### config.mk
export PLATFORM = sky130hd
export DESIGN_NAME = ring_relay_sequence_filter_top
export DESIGN_NICKNAME = d
export VERILOG_FILES = /design/src/hdl/rrsf_pkg.sv /design/src/hdl/ring_relay_sequence_filter_top.sv /design/src/hdl/rrsf_cell.sv
export SDC_FILE = /design/constraint.sdc
export NUM_CORES = 2
export LEC_CHECK = 0
export BUFFER_PORTS_ARGS = -buffer_cell sky130_fd_sc_hd__buf_2
export CAP_MARGIN = 0
export CORE_ASPECT_RATIO = 2
export CORE_UTILIZATION = 50
export CTS_BUF_LIST = sky130_fd_sc_hd__clkbuf_4 sky130_fd_sc_hd__clkbuf_8
export DETAILED_ROUTE_END_ITERATION = 8
export PLACE_DENSITY = 0.69
export SYNTH_ARGS = -nofsm -noshare
export SYNTH_HDL_FRONTEND = slang
export SYNTH_HIERARCHICAL = 1
export SYNTH_SLANG_ARGS = --single-unit
### constraint.sdc
create_clock -name i_clk -period 9.8 [get_ports i_clk]
set_clock_uncertainty 0.1 [all_clocks]
set_input_delay 0.49 -clock i_clk [delete_from_list [all_inputs] [get_ports i_clk]]
set_output_delay 0.49 -clock i_clk [all_outputs]
set_load 0.05 [all_outputs]
### src/hdl/rrsf_pkg.sv
`timescale 1ns / 1ps
// ============================================================================
// rrsf_pkg
// Shared types and constants for the ring relay sequence filter.
// ============================================================================
package rrsf_pkg;

    // Default ring size and the fixed datagram limits
    localparam int MAX_CLIENTS_DEF = 16;
    localparam int MAX_PACKET      = 1024;

    localparam int IP_W    = 32;
    localparam int PORT_W  = 16;
    localparam int SEQ_W   = 16;
    localparam int KEY_W   = IP_W + PORT_W;
    localparam int LEN_W   = 11;
    localparam int PLEN_W  = 10;
    localparam int CCNT_W  = 5;
    localparam int OIDX_W  = 4;
    localparam int HDR_LEN = 2;

    // Result codes
    typedef enum logic [2:0] {
        ACT_REGISTERED = 3'd0,
        ACT_IGNORED    = 3'd1,
        ACT_FORWARDED  = 3'd2,
        ACT_UNKNOWN    = 3'd3,
        ACT_STALE      = 3'd4,
        ACT_SHORT      = 3'd5
    } t_action;

    // Control sequencer
    typedef enum logic {
        ST_IDLE,
        ST_LOOKUP
    } t_state;

    // Write strobes broadcast to every cell
    typedef struct packed {
        logic reg_we;   // store key at the registration slot, clear sequence
        logic fwd_we;   // first matching cell takes the new sequence
    } t_cell_cmd;

    // Data handed from one cell to the next
    typedef struct packed {
        logic             hit;         // some earlier cell matched
        logic             first_here;  // this cell is the first match
        logic [SEQ_W-1:0] seq;         // stored sequence of the first match
        logic [KEY_W-1:0] daddr;       // address of the cell after the match
        logic [KEY_W-1:0] head;        // address of slot 0, for the ring wrap
    } t_link;

endpackage

### src/hdl/ring_relay_sequence_filter_top.sv
`timescale 1ns / 1ps
// ============================================================================
// ring_relay_sequence_filter_top
// Registers ring members, then filters and forwards datagrams around the ring.
// ============================================================================
// One datagram descriptor is handled at a time. The transaction is captured
// first; then the key ripples through the row of MAX_CLIENTS slot cells,
// the first matching slot is resolved, its sequence is checked and updated
// and the result is loaded into the output register. The output register
// lets the next transaction enter while a result waits; when the output is
// stalled the lookup holds until the register frees. client_count is written
// through i_cfg_wr_en/i_cfg_wr_data; the user must write it only while no
// transaction is in flight, as the block does not enforce this. Values of 0
// act as 1 and values above MAX_CLIENTS act as MAX_CLIENTS. Slot contents are
// undefined until registered; only registered slots are ever compared.
// ============================================================================
module ring_relay_sequence_filter_top #(
    parameter int MAX_CLIENTS = rrsf_pkg::MAX_CLIENTS_DEF
) (
    input  logic                          i_clk,
    input  logic                          i_rst_n,
    // configuration
    input  logic                          i_cfg_wr_en,
    input  logic [rrsf_pkg::CCNT_W-1:0]   i_cfg_wr_data,
    // input channel
    input  logic                          i_in_valid,
    output logic                          o_in_stall,
    input  logic                          i_is_register,
    input  logic [rrsf_pkg::IP_W-1:0]     i_src_ip,
    input  logic [rrsf_pkg::PORT_W-1:0]   i_src_port,
    input  logic [rrsf_pkg::SEQ_W-1:0]    i_seq_num,
    input  logic [rrsf_pkg::LEN_W-1:0]    i_packet_len,
    // output channel
    output logic                          o_out_valid,
    input  logic                          i_out_stall,
    output logic [2:0]                    o_action,
    output logic [rrsf_pkg::OIDX_W-1:0]   o_client_index,
    output logic [rrsf_pkg::OIDX_W-1:0]   o_dest_index,
    output logic [rrsf_pkg::IP_W-1:0]     o_dest_ip,
    output logic [rrsf_pkg::PORT_W-1:0]   o_dest_port,
    output logic [rrsf_pkg::PLEN_W-1:0]   o_payload_len
);
    import rrsf_pkg::*;

    localparam int SLOT_W = (MAX_CLIENTS > 1) ? $clog2(MAX_CLIENTS) : 1;
    localparam int CNT_W  = $clog2(MAX_CLIENTS + 1);
    localparam int CMP_W  = (CNT_W > CCNT_W) ? CNT_W : CCNT_W;

    // Control registers
    t_state              r_state, n_state;
    logic [CCNT_W-1:0]   r_client_count;
    logic [CNT_W-1:0]    r_reg_cnt, n_reg_cnt;
    logic                r_out_valid, n_out_valid;

    // Captured transaction
    logic                r_is_reg;
    logic [KEY_W-1:0]    r_key;
    logic [SEQ_W-1:0]    r_seq;
    logic [LEN_W-1:0]    r_len;

    // Result register
    t_action             r_action, n_action;
    logic [OIDX_W-1:0]   r_cidx, n_cidx;
    logic [OIDX_W-1:0]   r_didx, n_didx;
    logic [KEY_W-1:0]    r_daddr, n_daddr;
    logic [PLEN_W-1:0]   r_plen, n_plen;

    // Cell chain
    t_link               w_link [0:MAX_CLIENTS];
    logic [SLOT_W-1:0]   w_idx  [0:MAX_CLIENTS];
    t_cell_cmd           w_cmd;

    logic [CMP_W-1:0]    w_cc_ext;
    logic [CNT_W-1:0]    w_n;
    logic [LEN_W-1:0]    w_len;
    logic                w_reg_phase;
    logic                w_out_free;
    logic                w_wrap;
    logic [SLOT_W-1:0]   w_slot;
    logic [CNT_W-1:0]    w_slot_ext;
    logic [KEY_W-1:0]    w_dest_addr;

    // Effective ring size: client_count clamped to 1..MAX_CLIENTS
    always_comb begin
        w_cc_ext = CMP_W'(r_client_count);
        if (w_cc_ext == '0) begin
            w_n = CNT_W'(1);
        end else if (w_cc_ext > CMP_W'(MAX_CLIENTS)) begin
            w_n = CNT_W'(MAX_CLIENTS);
        end else begin
            w_n = CNT_W'(w_cc_ext);
        end
    end

    // Oversize lengths clamp to the datagram limit
    assign w_len = (int'(r_len) > MAX_PACKET) ? LEN_W'(MAX_PACKET) : r_len;

    assign w_reg_phase = (r_reg_cnt < w_n);
    assign w_out_free  = !r_out_valid || !i_out_stall;

    // Row of slot cells
    assign w_link[0] = '0;
    assign w_idx[0]  = '0;

    for (genvar g = 0; g < MAX_CLIENTS; g++) begin : g_cell
        rrsf_cell #(
            .MAX_CLIENTS (MAX_CLIENTS),
            .IDX         (g)
        ) u_cell (
            .i_clk      (i_clk),
            .i_cmd      (w_cmd),
            .i_reg_slot (r_reg_cnt[SLOT_W-1:0]),
            .i_n        (w_n),
            .i_key      (r_key),
            .i_seq      (r_seq),
            .i_link     (w_link[g]),
            .i_idx      (w_idx[g]),
            .o_link     (w_link[g+1]),
            .o_idx      (w_idx[g+1])
        );
    end

    // Ring successor of the matched slot
    assign w_slot      = w_idx[MAX_CLIENTS];
    assign w_slot_ext  = CNT_W'(w_slot);
    assign w_wrap      = ((w_slot_ext + CNT_W'(1)) == w_n);
    assign w_dest_addr = w_wrap ? w_link[MAX_CLIENTS].head : w_link[MAX_CLIENTS].daddr;

    // Sequencer: decide the action, update the cells, load the result
    always_comb begin
        n_state     = r_state;
        n_reg_cnt   = r_reg_cnt;
        n_out_valid = r_out_valid;
        n_action    = r_action;
        n_cidx      = r_cidx;
        n_didx      = r_didx;
        n_daddr     = r_daddr;
        n_plen      = r_plen;
        w_cmd       = '0;

        if (r_out_valid && !i_out_stall) begin
            n_out_valid = 1'b0;
        end

        unique case (r_state)
            ST_IDLE: begin
                if (i_in_valid) begin
                    n_state = ST_LOOKUP;
                end
            end
            ST_LOOKUP: begin
                if (w_out_free) begin
                    n_state     = ST_IDLE;
                    n_out_valid = 1'b1;
                    n_cidx      = '0;
                    n_didx      = '0;
                    n_daddr     = '0;
                    n_plen      = '0;
                    if (w_reg_phase) begin
                        if (r_is_reg) begin
                            n_action     = ACT_REGISTERED;
                            n_cidx       = OIDX_W'(r_reg_cnt);
                            n_reg_cnt    = r_reg_cnt + CNT_W'(1);
                            w_cmd.reg_we = 1'b1;
                        end else begin
                            n_action     = ACT_IGNORED;
                        end
                    end else if (!w_link[MAX_CLIENTS].hit) begin
                        n_action = ACT_UNKNOWN;
                    end else if (w_len < LEN_W'(HDR_LEN)) begin
                        n_action = ACT_SHORT;
                        n_cidx   = OIDX_W'(w_slot);
                    end else if (r_seq <= w_link[MAX_CLIENTS].seq) begin
                        n_action = ACT_STALE;
                        n_cidx   = OIDX_W'(w_slot);
                    end else begin
                        n_action     = ACT_FORWARDED;
                        n_cidx       = OIDX_W'(w_slot);
                        n_didx       = w_wrap ? '0 : OIDX_W'(w_slot_ext + CNT_W'(1));
                        n_daddr      = w_dest_addr;
                        n_plen       = PLEN_W'(w_len - LEN_W'(HDR_LEN));
                        w_cmd.fwd_we = 1'b1;
                    end
                end
            end
            default: begin
                n_state = ST_IDLE;
            end
        endcase
    end

    // Control state
    always_ff @(posedge i_clk) begin
        if (!i_rst_n) begin
            r_state        <= ST_IDLE;
            r_reg_cnt      <= '0;
            r_out_valid    <= 1'b0;
            r_client_count <= CCNT_W'(1);
        end else begin
            r_state     <= n_state;
            r_reg_cnt   <= n_reg_cnt;
            r_out_valid <= n_out_valid;
            if (i_cfg_wr_en) begin
                r_client_count <= i_cfg_wr_data;
            end
        end
    end

    // Transaction capture and result payload
    always_ff @(posedge i_clk) begin
        if ((r_state == ST_IDLE) && i_in_valid) begin
            r_is_reg <= i_is_register;
            r_key    <= {i_src_ip, i_src_port};
            r_seq    <= i_seq_num;
            r_len    <= i_packet_len;
        end
        r_action <= n_action;
        r_cidx   <= n_cidx;
        r_didx   <= n_didx;
        r_daddr  <= n_daddr;
        r_plen   <= n_plen;
    end

    // Ports
    assign o_in_stall     = (r_state != ST_IDLE);
    assign o_out_valid    = r_out_valid;
    assign o_action       = r_action;
    assign o_client_index = r_cidx;
    assign o_dest_index   = r_didx;
    assign o_dest_ip      = r_daddr[KEY_W-1:PORT_W];
    assign o_dest_port    = r_daddr[PORT_W-1:0];
    assign o_payload_len  = r_plen;

endmodule

### src/hdl/rrsf_cell.sv
`timescale 1ns / 1ps
// ============================================================================
// rrsf_cell
// One ring slot: holds the member address and last sequence, matches the
// broadcast key and passes the first-match result on to its neighbor.
// ============================================================================
module rrsf_cell #(
    parameter int MAX_CLIENTS = rrsf_pkg::MAX_CLIENTS_DEF,
    parameter int IDX         = 0
) (
    input  logic                                           i_clk,
    input  rrsf_pkg::t_cell_cmd                            i_cmd,
    input  logic [((MAX_CLIENTS > 1) ? $clog2(MAX_CLIENTS) : 1)-1:0] i_reg_slot,
    input  logic [$clog2(MAX_CLIENTS + 1)-1:0]             i_n,
    input  logic [rrsf_pkg::KEY_W-1:0]                     i_key,
    input  logic [rrsf_pkg::SEQ_W-1:0]                     i_seq,
    input  rrsf_pkg::t_link                                i_link,
    input  logic [((MAX_CLIENTS > 1) ? $clog2(MAX_CLIENTS) : 1)-1:0] i_idx,
    output rrsf_pkg::t_link                                o_link,
    output logic [((MAX_CLIENTS > 1) ? $clog2(MAX_CLIENTS) : 1)-1:0] o_idx
);
    import rrsf_pkg::*;

    localparam int SLOT_W = (MAX_CLIENTS > 1) ? $clog2(MAX_CLIENTS) : 1;
    localparam int CNT_W  = $clog2(MAX_CLIENTS + 1);

    logic [KEY_W-1:0] r_addr;
    logic [SEQ_W-1:0] r_seq;
    logic             w_active;
    logic             w_match;
    logic             w_first;

    // Match against the broadcast key, only for slots inside the ring
    assign w_active = (CNT_W'(IDX) < i_n);
    assign w_match  = w_active && (r_addr == i_key);
    assign w_first  = w_match && !i_link.hit;

    // Hand the first-match result along the chain
    always_comb begin
        o_link.hit        = i_link.hit | w_match;
        o_link.first_here = w_first;
        o_link.seq        = w_first ? r_seq : i_link.seq;
        o_link.daddr      = i_link.first_here ? r_addr : i_link.daddr;
        o_link.head       = (IDX == 0) ? r_addr : i_link.head;
        o_idx             = w_first ? SLOT_W'(IDX) : i_idx;
    end

    // Slot storage: registration writes the key, forwarding the sequence
    always_ff @(posedge i_clk) begin
        if (i_cmd.reg_we && (i_reg_slot == SLOT_W'(IDX))) begin
            r_addr <= i_key;
            r_seq  <= '0;
        end else if (i_cmd.fwd_we && w_first) begin
            r_seq  <= i_seq;
        end
    end

endmodule

# == After elaboration in Yosys (flattened, before gate mapping) ==
# Cells that the tools add are included.
# word_totals
in_bits,86
ff_bits,1181
# op_classes
bitwise_logic,17
magnitude_cmp,21
reduce_logical,89
n_addsub,3
eq_ne,32
n_mux,72
# ops
op,count
$eq A48 B48 Y1,16
$mux W48,16
$mux W16,16
$logic_and A1 B1 Y1,65
$mux W4,11
$lt A4 B5 Y1 const A,8
$eq A4 B4 Y1 const B,8
$mux W3,8
$lt A3 B5 Y1 const A,4
$logic_not A1 Y1,17
$eq A4 B3 Y1 const B,4
$le A16 B16 Y1,1
$or A1 B1 Y1,15
$mux W1,13
$gt A11 B11 Y1 const B,1
$lt A11 B2 Y1 const B,1
$mux W11,1
$lt A1 B5 Y1 const A,2
$lt A2 B5 Y1 const A,2
$mux W5,2
$sub A10 B2 Y10 const B,1
$eq A4 B2 Y1 const B,2
$mux W2,4
$add A4 B1 Y5 const B,1
14 further kinds,15

# == Depth between registers and ports, before layout ==
# depth
ltp_word,30
ltp_mapped,43

# == Modules after synthesis ==
# Netlist, hierarchy kept.
# by_module_without_submodules
mod,cells_per_inst,seq_area_each_um2,area_each_um2,instances
ring_relay_sequence_filter_top,458,4594.4,6739.0,1
rrsf_cell at g_cell[5].u_cell,337,1761.7,4057.6,1
rrsf_cell at g_cell[6].u_cell,333,1761.7,4043.9,1
rrsf_cell at g_cell[3].u_cell,333,1761.7,4015.1,1
rrsf_cell at g_cell[9].u_cell,334,1761.7,4010.1,1
rrsf_cell at g_cell[11].u_cell,333,1761.7,4008.8,1
rrsf_cell at g_cell[12].u_cell,334,1761.7,4008.8,1
rrsf_cell at g_cell[8].u_cell,334,1761.7,3998.8,1
rrsf_cell at g_cell[2].u_cell,331,1761.7,3997.6,1
rrsf_cell at g_cell[13].u_cell,333,1761.7,3996.3,1
rrsf_cell at g_cell[4].u_cell,332,1761.7,3992.6,1
rrsf_cell at g_cell[14].u_cell,334,1761.7,3982.6,1
rrsf_cell at g_cell[10].u_cell,334,1761.7,3958.8,1
rrsf_cell at g_cell[1].u_cell,334,1761.7,3930.0,1
3 more rows,--,--,--,--

# == Worst setup path before layout ==
# Ideal clock, no wire load.
# synth_path
kind,register -> register
startpoint,"register r_state, in the netlist o_in_stall"
endpoint,register g_cell[7].u_cell.r_addr[0] (enable)
required_ns,9.269
stages_incl_launch_ff,8
period_less_slack_ns,10.014
n_path_buf,2
setup_time_ns,0.431
t_arrival_ns,9.482
path_slack_ns,-0.214
cell_sequence,dfxtp_1 a21boi_0 nand2_1 a211oi_4 nand2_1 nor4bb_1 clkbuf_1 clkbuf_1
# synth_lines
element,line_no,source
"start, declared",ring_relay_sequence_filter_top.sv:50,"t_state r_state, n_state;"
"start signal, assigned",ring_relay_sequence_filter_top.sv:200,r_state <= n_state;
"end signal, assigned",rrsf_cell.sv:51,r_addr <= i_key;
"end, declared",rrsf_cell.sv:27,logic [KEY_W-1:0] r_addr;

==> flow_summary_export.csv <==
group,metric,value,unit
global_route,antenna_found_initial,18,
timing,setup_viol_count_final,0,
finish,final_cell_mix,"edfxtp_1 (913), mux2_2 (817), xnor2_1 (656)",
die,rows,193,
finish,nets,5725,
timing,worstMarginPinSlew,1270,ps
drt,vias,45957,
die,core-area,139000,um2
cts,cts_sinks,1181,
finish,area_growth,6.69,%
place,dpl_cell_area,69800,um2
worst_setup_path,crit_path_start_kind,"register",
timing,relSlewSlack,14.9,%
power_and_ir_drop,power_per_cell_area,152,nW/um2
worst_setup_path,startpoint,"r_key[39]$_DFFE_PP_",
global_route,grt_pass1_vias,45978,
die,die_y,531,um
timing,setup_tns,0,ps
power_and_ir_drop,p_leak,26.0,nW
finish,regArea,32800,um2
cts,worstSkewPairLatency,930,ps
cts,cts_buffer_depth,4,
finish,largest_register_ffs,768,
finish,postLayoutCoreUtil,53.9,%
worst_setup_path,critPathArrivalTime,10350,ps
status,status,"finished clean",
finish,multi_input_area,30800,um2
die,io_pins,157,
cts,root_buffer,"clkbuf_8",
worst_setup_path,critPathSlowestCell,"nor4_2",
yosys,ys_warn_count,6,
worst_setup_path,cp-endpoint,"g_cell[4].u_cell/r_seq[11]$_SDFFE_PP0P_",
drt,drt-initial-drc-count,4313,
drt,via_per_inst,6.04,
worst_setup_path,critPathRequiredTime,10440,ps
timing,fmax,0.103,GHz
worst_setup_path,path_class,"reg -> reg",
worst_setup_path,r2r_cells,38,
global_route,grt_pass1_wl,354000,um
worst_setup_path,rr_endpoint,"g_cell[4].u_cell/r_seq[11]$_SDFFE_PP0P_",
finish,top_regs,"g_cell.u_cell/r_addr (768), g_cell.u_cell/r_seq (256)",
cts,htreeDepth,4,
cts,cts_tree,"yes",
drt,dr.pass1.iters,7,
worst_setup_path,critPathCaptureType,"register",
drt,post_drt_wl_per_cell,34.2,um
power_and_ir_drop,ir_drop,0.0000928,V
finish,n_fill_cell,11839,
cts,cts_buffers,181,
yosys,netlist_area,70000,um2
global_route,track_usage,36.5,%
timing,rsz0062_at_grt,"no",
worst_hold_path,timing.hold.worst_path_depth,2,
die,fp.dieW,267,um
drt,drt_wl_total,261000,um
worst_hold_path,min_path_type,"in -> reg",
die,dieArea,142000,um2
place,dp_hpwl,194000,um
timing,fin_crit,9710,ps
place,gp_congestion,1.06,
yosys,netlist_instances,5708,
die,start_util,50.5,%
timing,hold_viol,0,
place,numPortBuffers,156,
worst_setup_path,r2r-start,"r_key[39]$_DFFE_PP_",
drt,drc_errors,0,
finish,design_area,74700,um2
finish,layout_commonest_cell,"edfxtp_1",
timing,finalCritPeriodShare,99.0,%
worst_setup_path,worst_path_most_repeated_cell,"mux2_4",
global_route,grt_max_degree,65,
finish,final_layout_size_suffix_gt1_share,33.6,%
worst_setup_path,r2r_setup_slack,90,ps
global_route,gr-total-overflow,0,
worst_setup_path,slowest_delay,590,ps
cts,cts.clk_slew.worst_paths,70,ps
run,cap_violations,0,
timing,slew_viol_final,0,
worst_setup_path,cp_max_fo,16,
finish,largest-register,"g_cell.u_cell/r_addr",
yosys,synth_area_per_cell,12.3,um2
drt,antenna_left,0,
worst max-delay path: cells and delay by family, from the launching register on:
| kind | cells | cell delay, ps |
|---|---|---|
| mux | 13 | 3430 |
| simple gates | 13 | 3160 |
| buf+inv | 9 | 1380 |
| flops | 1 | 510 |
| xor+xnor | 1 | 430 |
| compound gates | 1 | 310 |
| fa+ha+maj | 1 | 140 |
report_power, final:
group	total (mW)	internal [mW]	switching, mW
combinational	1.54	0.552	0.985
clock	4.31	2.22	2.09
sequential	5.53	5.46	0.0770
total	11.4	8.23	3.15
cell type report:
class                           instances  area share [%]
Clock buffer                          239            4.04
Sequential cell                      1181            43.9
Multi-Input combinational cell       3604            41.2
Clock inverter                         80           0.775
Timing Repair Buffer                  594            6.68
Tap cell                             1852            3.10
Inverter                               54           0.271
Antenna cell                           10          0.0335
routing by layer:
layer / GRT usage [%] / vias to the layer above / wire length, um
met4: 37.6 / 12 / 32000
met2: 62.0 / 2352 / 127000
li1: - / 19628 / -
met1: 37.3 / 23082 / 86100
met5: 0 / - / 81
met3: 5.43 / 883 / 15200
worst min-delay path by stage:
stage                                                       start                                 endpoint  slack (ps)
final                                                i_seq_num[5]                       r_seq[5]$_DFFE_PP_         170
after detailed placement  g_cell[13].u_cell/r_seq[9]$_SDFFE_PP0P_  g_cell[13].u_cell/r_seq[9]$_SDFFE_PP0P_         350
after global routing                                i_seq_num[15]                      r_seq[15]$_DFFE_PP_         160
after floorplan           g_cell[0].u_cell/r_seq[10]$_SDFFE_PP0P_  g_cell[0].u_cell/r_seq[10]$_SDFFE_PP0P_         330
after global placement    g_cell[0].u_cell/r_seq[14]$_SDFFE_PP0P_  g_cell[0].u_cell/r_seq[14]$_SDFFE_PP0P_         340
after CTS                                            i_seq_num[5]                       r_seq[5]$_DFFE_PP_         130
repair_timing:
item	CTS	global route
resized for setup	13	24
hold buffers	97	0
endpoints found under the setup margin	256	256
buffers inserted	12	4
hold endpoints to repair	108	0
pin swaps	2	5
through the flow:
stage          total power, mW  hold slack (ps)  instances  worst slack, ps
2_1_floorplan             6.54              331       5782              519
3_3_place_gp              7.06              338       7172             -381
3_5_place_dp              7.06              348       7172             -403
4_1_cts                   11.4              133       7600             3.38
5_1_grt                   11.6              159       7607             1.65
6_report                  11.4              167       7614             94.5
Note: power is estimated with default switching activity, not from simulation.
